[src/sra_pkg.sv]
// shared types, constants and helpers for the skyline rectangle allocator
package sra_pkg;

    localparam int MAX_SEGMENTS = 64;
    localparam int SEG_AW       = $clog2(MAX_SEGMENTS);
    localparam int CNT_W        = $clog2(MAX_SEGMENTS + 1);

    localparam logic [1:0] ST_PLACED  = 2'd0;
    localparam logic [1:0] ST_NO_ROOM = 2'd1;
    localparam logic [1:0] ST_FULL    = 2'd2;

    localparam logic OP_CLEAR = 1'b0;
    localparam logic OP_ALLOC = 1'b1;

    localparam logic [7:0] CFG_ATLAS_WIDTH  = 8'd0;
    localparam logic [7:0] CFG_ATLAS_HEIGHT = 8'd1;

    localparam logic [12:0] ATLAS_RESET = 13'd512;
    localparam logic [12:0] SIZE_MIN    = 13'd3;
    localparam logic [12:0] SIZE_MAX    = 13'd4096;

    typedef struct packed {
        logic        operation;
        logic [12:0] req_width;
        logic [12:0] req_height;
    } req_t;

    typedef struct packed {
        logic [1:0]  status;
        logic [11:0] place_x;
        logic [11:0] place_y;
    } res_t;

    typedef struct packed {
        logic [11:0] x;
        logic [12:0] top;
        logic [12:0] width;
    } seg_t;

    // controller to datapath
    typedef struct packed {
        logic       accept;
        logic       init;
        logic       clear;
        logic       res_set;
        logic [1:0] res_code;
        logic       search_start;
        logic       rd_walk;
        logic       eval;
        logic       pass_start;
        logic       rd_pass;
        logic       inject;
        logic       pass_ev;
        logic       flush;
    } cmd_t;

    // datapath to controller
    typedef struct packed {
        logic op_alloc;
        logic w_zero;
        logic ev_end;
        logic ev_last;
        logic found;
        logic full;
        logic r_is_best;
        logic pass_last;
    } stat_t;

    function automatic logic [12:0] clamp_size(input logic [12:0] v);
        if (v < SIZE_MIN) begin
            return SIZE_MIN;
        end else if (v > SIZE_MAX) begin
            return SIZE_MAX;
        end
        return v;
    endfunction

endpackage

[src/skyline_rect_allocator.sv]
// top level of the skyline rectangle allocator
//
//  channel  ports                               direction  moves
//  s        s_valid s_ready s_data (req_t)      in         one request: clear or allocate
//  m        m_valid m_ready m_data (res_t)      out        one result per request
//  cfg      cfg_valid cfg_ready cfg_index/data  in         atlas width / height writes
//
//  a request passes through decode, the fit search and, after a placement, the table rebuild
//  fit search: a read and an evaluate step per entry walked, since the segment memory
//  has a single read port
//  rebuild after a placement: a read and an evaluate step per segment, plus an inject step
//  for the new segment; the last table write overlaps the result cycle
//  reset: the init state writes the border segment before the first request is taken
//  a result waiting on m does not block acceptance of the next request
module skyline_rect_allocator (
    input  logic          aclk,
    input  logic          aresetn,
    input  logic          s_valid,
    output logic          s_ready,
    input  sra_pkg::req_t s_data,
    output logic          m_valid,
    input  logic          m_ready,
    output sra_pkg::res_t m_data,
    input  logic          cfg_valid,
    output logic          cfg_ready,
    input  logic [7:0]    cfg_index,
    input  logic [12:0]   cfg_data
);

    // configuration registers, raw as written
    logic [12:0] atlas_width_reg, atlas_height_reg;
    logic [12:0] aw, ah;

    // output register
    logic          m_valid_reg;
    sra_pkg::res_t m_data_reg;

    sra_pkg::cmd_t  cmd;
    sra_pkg::stat_t st;
    sra_pkg::res_t  dp_result;
    logic           res_load;
    logic           out_free;

    assign cfg_ready = 1'b1;

    always_ff @(posedge aclk) begin
        if (!aresetn) begin
            atlas_width_reg  <= sra_pkg::ATLAS_RESET;
            atlas_height_reg <= sra_pkg::ATLAS_RESET;
        end else if (cfg_valid) begin
            // unknown indexes are dropped
            if (cfg_index == sra_pkg::CFG_ATLAS_WIDTH) begin
                atlas_width_reg <= cfg_data;
            end else if (cfg_index == sra_pkg::CFG_ATLAS_HEIGHT) begin
                atlas_height_reg <= cfg_data;
            end
        end
    end

    // out of range sizes act as the nearest legal size
    assign aw = sra_pkg::clamp_size(atlas_width_reg);
    assign ah = sra_pkg::clamp_size(atlas_height_reg);

    // result slot is free when it is empty or when the held result is taken this cycle
    assign out_free = !m_valid_reg || m_ready;

    sra_ctrl u_ctrl (
        .aclk     (aclk),
        .aresetn  (aresetn),
        .s_valid  (s_valid),
        .s_ready  (s_ready),
        .out_free (out_free),
        .res_load (res_load),
        .st       (st),
        .cmd      (cmd)
    );

    sra_dp u_dp (
        .aclk    (aclk),
        .aresetn (aresetn),
        .cmd     (cmd),
        .s_data  (s_data),
        .aw      (aw),
        .ah      (ah),
        .st      (st),
        .result  (dp_result)
    );

    always_ff @(posedge aclk) begin
        if (!aresetn) begin
            m_valid_reg <= 1'b0;
        end else if (res_load) begin
            m_valid_reg <= 1'b1;
        end else if (m_ready) begin
            m_valid_reg <= 1'b0;
        end
    end

    always_ff @(posedge aclk) begin
        if (res_load) begin
            m_data_reg <= dp_result;
        end
    end

    assign m_valid = m_valid_reg;
    assign m_data  = m_data_reg;

endmodule

[src/sra_ctrl.sv]
// sequencing state machine of the skyline allocator
module sra_ctrl (
    input  logic           aclk,
    input  logic           aresetn,
    input  logic           s_valid,
    output logic           s_ready,
    input  logic           out_free,
    output logic           res_load,
    input  sra_pkg::stat_t st,
    output sra_pkg::cmd_t  cmd
);

    typedef enum logic [9:0] {
        S_INIT   = 10'b0000000001,
        S_IDLE   = 10'b0000000010,
        S_DECODE = 10'b0000000100,
        S_WRD    = 10'b0000001000,
        S_WEV    = 10'b0000010000,
        S_SEL    = 10'b0000100000,
        S_PRD    = 10'b0001000000,
        S_PINJ   = 10'b0010000000,
        S_PEV    = 10'b0100000000,
        S_DONE   = 10'b1000000000
    } state_t;

    state_t state_reg, state_next;

    always_ff @(posedge aclk) begin
        if (!aresetn) begin
            state_reg <= S_INIT;
        end else begin
            state_reg <= state_next;
        end
    end

    always_comb begin
        cmd        = '0;
        state_next = state_reg;
        s_ready    = 1'b0;
        res_load   = 1'b0;
        unique case (state_reg)
            S_INIT: begin
                cmd.init   = 1'b1;
                state_next = S_IDLE;
            end
            S_IDLE: begin
                s_ready = 1'b1;
                if (s_valid) begin
                    cmd.accept = 1'b1;
                    state_next = S_DECODE;
                end
            end
            S_DECODE: begin
                if (!st.op_alloc) begin
                    cmd.clear    = 1'b1;
                    cmd.res_set  = 1'b1;
                    cmd.res_code = sra_pkg::ST_PLACED;
                    state_next   = S_DONE;
                end else if (st.w_zero) begin
                    cmd.res_set  = 1'b1;
                    cmd.res_code = sra_pkg::ST_NO_ROOM;
                    state_next   = S_DONE;
                end else begin
                    cmd.search_start = 1'b1;
                    state_next       = S_WRD;
                end
            end
            S_WRD: begin
                cmd.rd_walk = 1'b1;
                state_next  = S_WEV;
            end
            S_WEV: begin
                cmd.eval   = 1'b1;
                state_next = (st.ev_end && st.ev_last) ? S_SEL : S_WRD;
            end
            S_SEL: begin
                if (!st.found) begin
                    cmd.res_set  = 1'b1;
                    cmd.res_code = sra_pkg::ST_NO_ROOM;
                    state_next   = S_DONE;
                end else if (st.full) begin
                    cmd.res_set  = 1'b1;
                    cmd.res_code = sra_pkg::ST_FULL;
                    state_next   = S_DONE;
                end else begin
                    cmd.pass_start = 1'b1;
                    state_next     = S_PRD;
                end
            end
            S_PRD: begin
                cmd.rd_pass = 1'b1;
                state_next  = st.r_is_best ? S_PINJ : S_PEV;
            end
            S_PINJ: begin
                cmd.inject = 1'b1;
                state_next = S_PEV;
            end
            S_PEV: begin
                cmd.pass_ev = 1'b1;
                if (st.pass_last) begin
                    state_next = S_DONE;
                end else begin
                    state_next = S_PRD;
                end
            end
            S_DONE: begin
                if (out_free) begin
                    res_load   = 1'b1;
                    state_next = S_IDLE;
                end
            end
            default: begin
                state_next = S_INIT;
            end
        endcase
        // final write of the held segment happens on the last pass step's exit
        cmd.flush = (state_reg == S_PEV) && st.pass_last;
    end

endmodule

[src/sra_dp.sv]
// segment table, fit search and rebuild datapath
module sra_dp (
    input  logic                   aclk,
    input  logic                   aresetn,
    input  sra_pkg::cmd_t          cmd,
    input  sra_pkg::req_t          s_data,
    input  logic [12:0]            aw,
    input  logic [12:0]            ah,
    output sra_pkg::stat_t         st,
    output sra_pkg::res_t          result
);

    localparam int AW = sra_pkg::SEG_AW;
    localparam int CW = sra_pkg::CNT_W;

    sra_pkg::seg_t mem [sra_pkg::MAX_SEGMENTS];
    sra_pkg::seg_t rd_q;

    sra_pkg::req_t req_reg;
    sra_pkg::res_t res_reg;
    logic [CW-1:0] count_reg;

    // search state
    logic [CW-1:0] s_reg, i_reg;
    logic [12:0]   y_reg;
    logic signed [14:0] left_reg;
    logic [12:0]   stw_reg;
    logic [11:0]   stx_reg;
    logic          found_reg;
    logic [AW-1:0] best_reg;
    logic [13:0]   besth_reg;
    logic [12:0]   bestw_reg;
    logic [11:0]   bx_reg;
    logic [12:0]   by_reg;

    // rebuild state
    logic [CW-1:0] r_reg;
    logic [AW-1:0] wp_reg;
    sra_pkg::seg_t cur_reg;
    logic          cur_v_reg;
    logic          trim_reg;
    // second write of a two-write flush
    logic          flush2_reg;

    logic [12:0] w, h;
    assign w = req_reg.req_width;
    assign h = req_reg.req_height;

    // walk step
    logic               first;
    logic [12:0]        y_base, y_n, stw_n;
    logic [11:0]        stx_n;
    logic signed [14:0] left_base, left_n;
    logic               xfail, hfail, ev_fail, ev_ok, ev_end;
    logic [13:0]        cand;
    logic               better;

    always_comb begin
        first     = (i_reg == s_reg);
        y_base    = first ? rd_q.top : y_reg;
        left_base = first ? $signed({2'b00, w}) : left_reg;
        stw_n     = first ? rd_q.width : stw_reg;
        stx_n     = first ? rd_q.x : stx_reg;
        xfail     = first && (({2'b00, rd_q.x} + {1'b0, w}) > ({1'b0, aw} - 14'd1));
        y_n       = (rd_q.top > y_base) ? rd_q.top : y_base;
        cand      = {1'b0, y_n} + {1'b0, h};
        hfail     = cand > ({1'b0, ah} - 14'd1);
        left_n    = left_base - $signed({2'b00, rd_q.width});
        ev_ok     = !xfail && !hfail && (left_n <= 15'sd0);
        ev_fail   = xfail || hfail || ((left_n > 15'sd0) && ((i_reg + 1'b1) >= count_reg));
        ev_end    = ev_ok || ev_fail;
        better    = !found_reg || (cand < besth_reg) ||
                    ((cand == besth_reg) && (stw_n < bestw_reg));
    end

    // rebuild: incoming segment after trimming
    logic [13:0]        pe, sx14;
    logic signed [14:0] nw;
    sra_pkg::seg_t      arr, new_seg;
    logic               arr_v;
    logic               step, merge;

    always_comb begin
        pe          = {2'b00, bx_reg} + {1'b0, w};
        sx14        = {2'b00, rd_q.x};
        nw          = $signed({2'b00, rd_q.width}) - $signed({1'b0, pe - sx14});
        new_seg.x     = bx_reg;
        new_seg.top   = by_reg + h;
        new_seg.width = w;
        arr   = rd_q;
        arr_v = 1'b1;
        if (cmd.inject) begin
            arr = new_seg;
        end else if (trim_reg && (sx14 < pe)) begin
            if (nw <= 15'sd0) begin
                arr_v = 1'b0;
            end else begin
                arr.x     = pe[11:0];
                arr.width = nw[12:0];
            end
        end
        step  = (cmd.inject || cmd.pass_ev) && arr_v;
        merge = cur_v_reg && (arr.top == cur_reg.top);
    end

    // memory ports
    logic          wr_en;
    logic [AW-1:0] wr_addr;
    sra_pkg::seg_t wr_data;
    logic [AW-1:0] rd_addr;

    always_comb begin
        wr_en   = cmd.init || cmd.clear || (step && cur_v_reg && !merge) || cmd.flush ||
                  flush2_reg;
        wr_addr = (cmd.init || cmd.clear) ? '0 : wp_reg;
        wr_data = cur_reg;
        if (cmd.init) begin
            wr_data = '{x: 12'd1, top: 13'd1, width: sra_pkg::ATLAS_RESET - 13'd2};
        end else if (cmd.clear) begin
            wr_data = '{x: 12'd1, top: 13'd1, width: aw - 13'd2};
        end else if (cmd.flush && step && cur_v_reg && merge) begin
            wr_data.width = cur_reg.width + arr.width;
        end
        rd_addr = cmd.rd_walk ? i_reg[AW-1:0] : r_reg[AW-1:0];
    end

    // on the final step a non-merging arrival writes the held segment first,
    // so the arrival lands at the following slot in the next cycle
    logic          flush_two;
    assign flush_two = cmd.flush && step && cur_v_reg && !merge;

    always_ff @(posedge aclk) begin
        if (wr_en) begin
            mem[wr_addr] <= wr_data;
        end
        if (cmd.rd_walk || cmd.rd_pass) begin
            rd_q <= mem[rd_addr];
        end
    end

    always_ff @(posedge aclk) begin
        if (!aresetn) begin
            count_reg <= CW'(1);
            found_reg <= 1'b0;
            cur_v_reg <= 1'b0;
            trim_reg  <= 1'b0;
            flush2_reg <= 1'b0;
        end else begin
            flush2_reg <= flush_two;
            if (flush2_reg) begin
                count_reg <= CW'(wp_reg) + CW'(1);
            end
            if (cmd.clear) begin
                count_reg <= CW'(1);
            end
            if (cmd.search_start) begin
                found_reg <= 1'b0;
            end
            if (cmd.eval && ev_ok && better) begin
                found_reg <= 1'b1;
            end
            if (cmd.pass_start) begin
                cur_v_reg <= 1'b0;
                trim_reg  <= 1'b0;
            end
            if (step) begin
                cur_v_reg <= 1'b1;
            end
            if (cmd.inject) begin
                trim_reg <= 1'b1;
            end else if (cmd.pass_ev && arr_v) begin
                trim_reg <= 1'b0;
            end
            if (cmd.flush && !flush_two) begin
                count_reg <= CW'(wp_reg) + CW'(1);
            end
        end
    end

    always_ff @(posedge aclk) begin
        if (cmd.accept) begin
            req_reg <= s_data;
        end
        if (cmd.search_start) begin
            s_reg <= '0;
            i_reg <= '0;
        end
        if (cmd.eval) begin
            if (ev_end) begin
                s_reg <= s_reg + 1'b1;
                i_reg <= s_reg + 1'b1;
            end else begin
                i_reg    <= i_reg + 1'b1;
                y_reg    <= y_n;
                left_reg <= left_n;
                stw_reg  <= stw_n;
                stx_reg  <= stx_n;
            end
            if (ev_ok && better) begin
                best_reg  <= s_reg[AW-1:0];
                besth_reg <= cand;
                bestw_reg <= stw_n;
                bx_reg    <= stx_n;
                by_reg    <= y_n;
            end
        end
        if (cmd.pass_start) begin
            r_reg  <= '0;
            wp_reg <= '0;
        end
        if (cmd.pass_ev) begin
            r_reg <= r_reg + 1'b1;
        end
        if (step) begin
            if (!cur_v_reg) begin
                cur_reg <= arr;
            end else if (merge) begin
                cur_reg.width <= cur_reg.width + arr.width;
            end else begin
                cur_reg <= arr;
                wp_reg  <= wp_reg + 1'b1;
            end
        end
        if (cmd.res_set) begin
            res_reg <= '{status: cmd.res_code, place_x: 12'd0, place_y: 12'd0};
        end
        if (cmd.flush) begin
            res_reg <= '{status: sra_pkg::ST_PLACED, place_x: bx_reg, place_y: by_reg[11:0]};
        end
    end

    always_comb begin
        st.op_alloc  = (req_reg.operation == sra_pkg::OP_ALLOC);
        st.w_zero    = (w == 13'd0);
        st.ev_end    = ev_end;
        st.ev_last   = (s_reg + 1'b1) >= count_reg;
        st.found     = found_reg;
        st.full      = count_reg >= CW'(sra_pkg::MAX_SEGMENTS);
        st.r_is_best = (r_reg[AW-1:0] == best_reg);
        st.pass_last = (r_reg + 1'b1) == count_reg;
    end

    assign result = res_reg;

    a_count_range: assert property (@(posedge aclk) disable iff (!aresetn)
        (count_reg != '0) && (count_reg <= CW'(sra_pkg::MAX_SEGMENTS)))
        else $error("segment count out of range");

    a_write_behind_read: assert property (@(posedge aclk) disable iff (!aresetn)
        (cmd.pass_ev || cmd.inject) |-> (CW'(wp_reg) <= r_reg))
        else $error("rebuild write pointer passed read pointer");

    a_spot_fits: assert property (@(posedge aclk) disable iff (!aresetn)
        cmd.pass_start |-> (({1'b0, by_reg} + {1'b0, h}) <= ({1'b0, ah} - 14'd1)))
        else $error("chosen spot exceeds atlas height");

endmodule
[config.mk]
export PLATFORM = sky130hd
export DESIGN_NAME = skyline_rect_allocator
export DESIGN_NICKNAME = d
export VERILOG_FILES = /design/src/sra_pkg.sv /design/src/skyline_rect_allocator.sv /design/src/sra_ctrl.sv /design/src/sra_dp.sv
export SDC_FILE = /design/constraint.sdc
export NUM_CORES = 2
export LEC_CHECK = 0
export ABC_AREA = 1
export BUFFER_PORTS_ARGS = -buffer_cell sky130_fd_sc_hd__buf_4
export CAP_MARGIN = 20
export CORE_MARGIN = 8
export CORE_UTILIZATION = 60
export CTS_BUF_LIST = sky130_fd_sc_hd__clkbuf_16
export DETAILED_ROUTE_END_ITERATION = 10
export HOLD_SLACK_MARGIN = 0.06
export PLACE_DENSITY = 0.77
export SYNTH_ARGS = -nofsm -noshare
export SYNTH_HDL_FRONTEND = slang
export SYNTH_SLANG_ARGS = --single-unit
[constraint.sdc]
create_clock -name aclk -period 10.5 [get_ports aclk]
set_input_delay 1.575 -clock aclk [delete_from_list [all_inputs] [get_ports aclk]]
set_output_delay 1.575 -clock aclk [all_outputs]
set_load 0.03 [all_outputs]
==> summary.md <==
| Metric | Value |
|---|---|
| Final hold slack | `0.418 ns` |
| Seq/Total Area, Yosys | `70.8%` |
| Netlist Area Pre-Place | `117,000 um2` |
| Post-CTS Hold Fix Bufs | `0` |
| Die width | `457 um` |
| Yosys Warn Count | `0` |
| Hpwl dp | `179,000 um` |
| Vias/cell | `6.57` |
| Ports | `82` |
| Synth Register Bits | `2,773` |
| Drt drc | `0` |
| Ys async rst share | `0%` |
| Logic pwr share | `8.2%` |
| Max IR drop VDD | `193 uV` |
| Clock sink total | `2,773` |
| GPL Wtd Cong | `0.954` |
| FF-to-FF path depth | `44` |
| Clock power share | `39.4%` |
| Setup TNS | `0 ns` |
| Status | `completed` |
| WP data required | `11.08 ns` |
| Initial antenna violation count | `9` |
| Met3 usage | `6.99%` |
| Cells after Synth | `9,580` |
| Actual slew at the worst max-slew pin | `1.20 ns` |
| Layout Area Growth over Synthesis | `11.0%` |
| Cts bufs inserted | `289` |
| RSZ-0062 raised after global routing | `false` |
| Die area | `209,000 um2` |
| Crit path kind | `register to register` |
| Routed WL | `325,000 um` |
| Top fanout value on the critical path | `40` |
| Row cnt | `162` |
| Synth unique cells | `62` |
| Most used DFF post-synth | `edfxtp_1` |
| H-tree depth | `5` |
| Die Height | `457 um` |
| Post_cts resized | `0` |
| Final setup fails | `0` |
| Hold Path Depth | `0` |
| HP Start | `u_dp.result[2]` |
| Switching Share | `23.2%` |
| FF-to-FF setup slack | `1.59 ns` |
| CP Capture Type | `register` |
| Post-layout util | `66.7%` |
| Pre-antenna DRT Iters | `6` |
| Tcrit/Tclk final | `84.8%` |
| CTS tree | `done` |
| Largest net degree at the start of global routing | `205` |
| Worst reg2reg path startpoint | `u_dp.i_reg[2]` |
| Max Fclk | `112 MHz` |
| Clk Latency, worst-skew pair | `0.95 ns` |
| I/O Buffers | `80` |
| Global Route Usage Sum | `29.8%` |
| Clock Pin Slew Worst Setup and Hold Paths | `0.06 ns` |
| Post-route antenna net violation count | `0` |
| Tot Pwr | `25.0 mW` |
| R2R Path End | `u_dp.stx_reg[10]` |
| Pleak | `44.4 nW` |
| Grt ovf | `0` |
| Final Hold Vio Count | `0` |
| Starting Density | `60.1%` |
| Slowest CP cell | `nor2_2` |
| Worst clock skew | `0.0623 ns` |
| Sequential power share | `52.5%` |
| Longest Clk Path Bufs | `4` |
| Core Area | `194,000 um2` |
| Grt met2 use | `47.3%` |
| Max cap viols | `0` |
| Startpoint Class | `register` |
| Rel. slew slack | `19.5%` |
| Post-CTS Setup Repair Bufs | `0` |
| Slew Limit Fails | `0` |
| Int Power | `19.2 mW` |
| Max reg flops | `2,432` |
| First-pass GRT wire length | `476,000 um` |
| Worst Path Arrival | `9.48 ns` |
| Met1 Use GR | `40.0%` |
| Share of cells above drive strength 1 | `8.21%` |
| Hold Path Class | `register to register` |
| Starting DRT DRC Count | `12,300` |
| Pwr dens | `193 nW/um2` |
| Switching pwr | `5.81 mW` |
| WL/cell | `26.4 um` |
| Number of global-route vias before repair | `77,100` |
| Vias post-DR | `80,700` |
| Crit path launch | `u_dp.i_reg[2]` |
| Final #Nets | `9,802` |
| Syn Area/Cell | `12.2 um2` |
| Number of flops mapped to enable cells by yosys | `2,710` |
| Final min period | `8.91 ns` |
| CP max stage delay | `0.75 ns` |
| Hold Path Sink | `m_data[2]` |
| Clock root cell | `clkbuf_16` |
| Global routing's busiest layer | `met2` |
## cell usage in the layout, fill, tap and decap left out, types with 188 or more instances in the layout
cell,instances
buf_4,228
ha_1,188
o22ai_1,601
nand2_1,552
clkbuf_16,294
edfxtp_1,2710
nor2_1,1750
nand3_1,201
inv_1,469
o21ai_0,1599
## synthesized netlist by cell type (3+ instances only)
library cell	number	area [um2]
buf_2	160	801
o31ai_1	5	37.5
nor3_2	4	40.0
buf_1	13	48.8
a21oi_1	178	891
clkbuf_2	9	45.0
o211ai_1	25	188
o22ai_1	601	3760
nor2_2	3	18.8
fa_1	8	160
o21ai_2	3	26.3
a31oi_1	13	81.3
nand3_1	201	1010
nor4_1	17	106
nand3_2	4	40.0
o21ai_0	1599	8000
nand2_2	10	62.6
clkinv_1	3	11.3
nand2_1	557	2090
buf_4	13	97.6
a21o_1	5	37.5
inv_2	17	63.8
nand4_1	41	257
mux2i_1	8	80.1
nand3b_1	8	60.1
inv_1	419	1570
o2111ai_1	4	35.0
a211oi_1	4	30.0
o21ai_1	93	465
dfxtp_1	63	1260
nor3_1	29	145
o21a_1	5	37.5
xor2_1	98	858
nor2_1	1843	6920
or2_2	4	25.0
ha_1	188	2350
clkbuf_1	375	1410
nor2_4	3	33.8
xnor2_1	38	333
edfxtp_1	2710	81400
o21bai_1	19	143
o221ai_1	155	1360
## cell families (layout without fill, tap and decap cells)
group / Yosys count / after routing / share of synthesized area [%]
AOI/OAI and AO/OA: 2718 / 2718 / 13.0
buffers and inverters: 1011 / 1183 / 3.49
and+or+nand+nor: 2737 / 2737 / 9.41
adders and majority gates: 196 / 196 / 2.15
DFF: 2773 / 2773 / 70.8
other: 1 / 5 / 0.00321
muxes: 8 / 8 / 0.0687
xor gates and xnor gates: 136 / 136 / 1.02
## worst max path at each step
| stage | endpoint | slack, ns |
|---|---|---|
| after floorplan | u_dp.i_reg[0] | 1.28 |
| after global placement | u_dp.stx_reg[10] | 1.91 |
| after detailed placement | u_dp.stx_reg[11] | 1.82 |
| after CTS | u_dp.stx_reg[10] | 1.73 |
| after global routing | u_dp.stx_reg[10] | 0.79 |
| final | u_dp.stx_reg[10] | 1.59 |
## power groups by stage
stage	clock network [mW]	registers [mW]	logic, mW
after floorplan	0	13.4	0.988
after global placement	0	13.4	1.86
after detailed placement	0	13.4	1.94
after CTS	9.91	13.1	1.95
after global routing	10.3	13.1	2.16
final	9.86	13.1	2.04
## per-layer routing
metal,vias up,routed length (um)
li1,35100,-
met1,39200,120000
met2,5555,150000
met3,929,40700
met4,10,13500
met5,-,72
## critical path: cells and delay by family (launching register included)
kind	cells	cell delay, ns
compound gates	18	2.75
xor+xnor	2	0.52
fa+ha+maj	4	1.38
buf+inv	3	0.56
flops	1	0.48
simple gates	17	2.81
## per-stage QoR
stage | setup slack (ns) | area, um2 | instances
floorplan | 1.28 | 117000 | 9581
global placement | 1.91 | 120000 | 11800
detailed placement | 1.82 | 120000 | 11800
CTS | 1.73 | 129000 | 12300
global route | 0.787 | 129000 | 12300
finish | 1.59 | 129000 | 12300
## layout make-up
type,instances,area (um2)
fill,13200,64600
sequential,2773,82600
tap,2542,3180
inverter,439,1680
antenna,3,7.51
timing repair buffer,253,2230
clock buffer,294,7360
multi-input combinational,5797,30700
clock inverter,197,1610
Note: power is estimated with default switching activity, not from simulation.
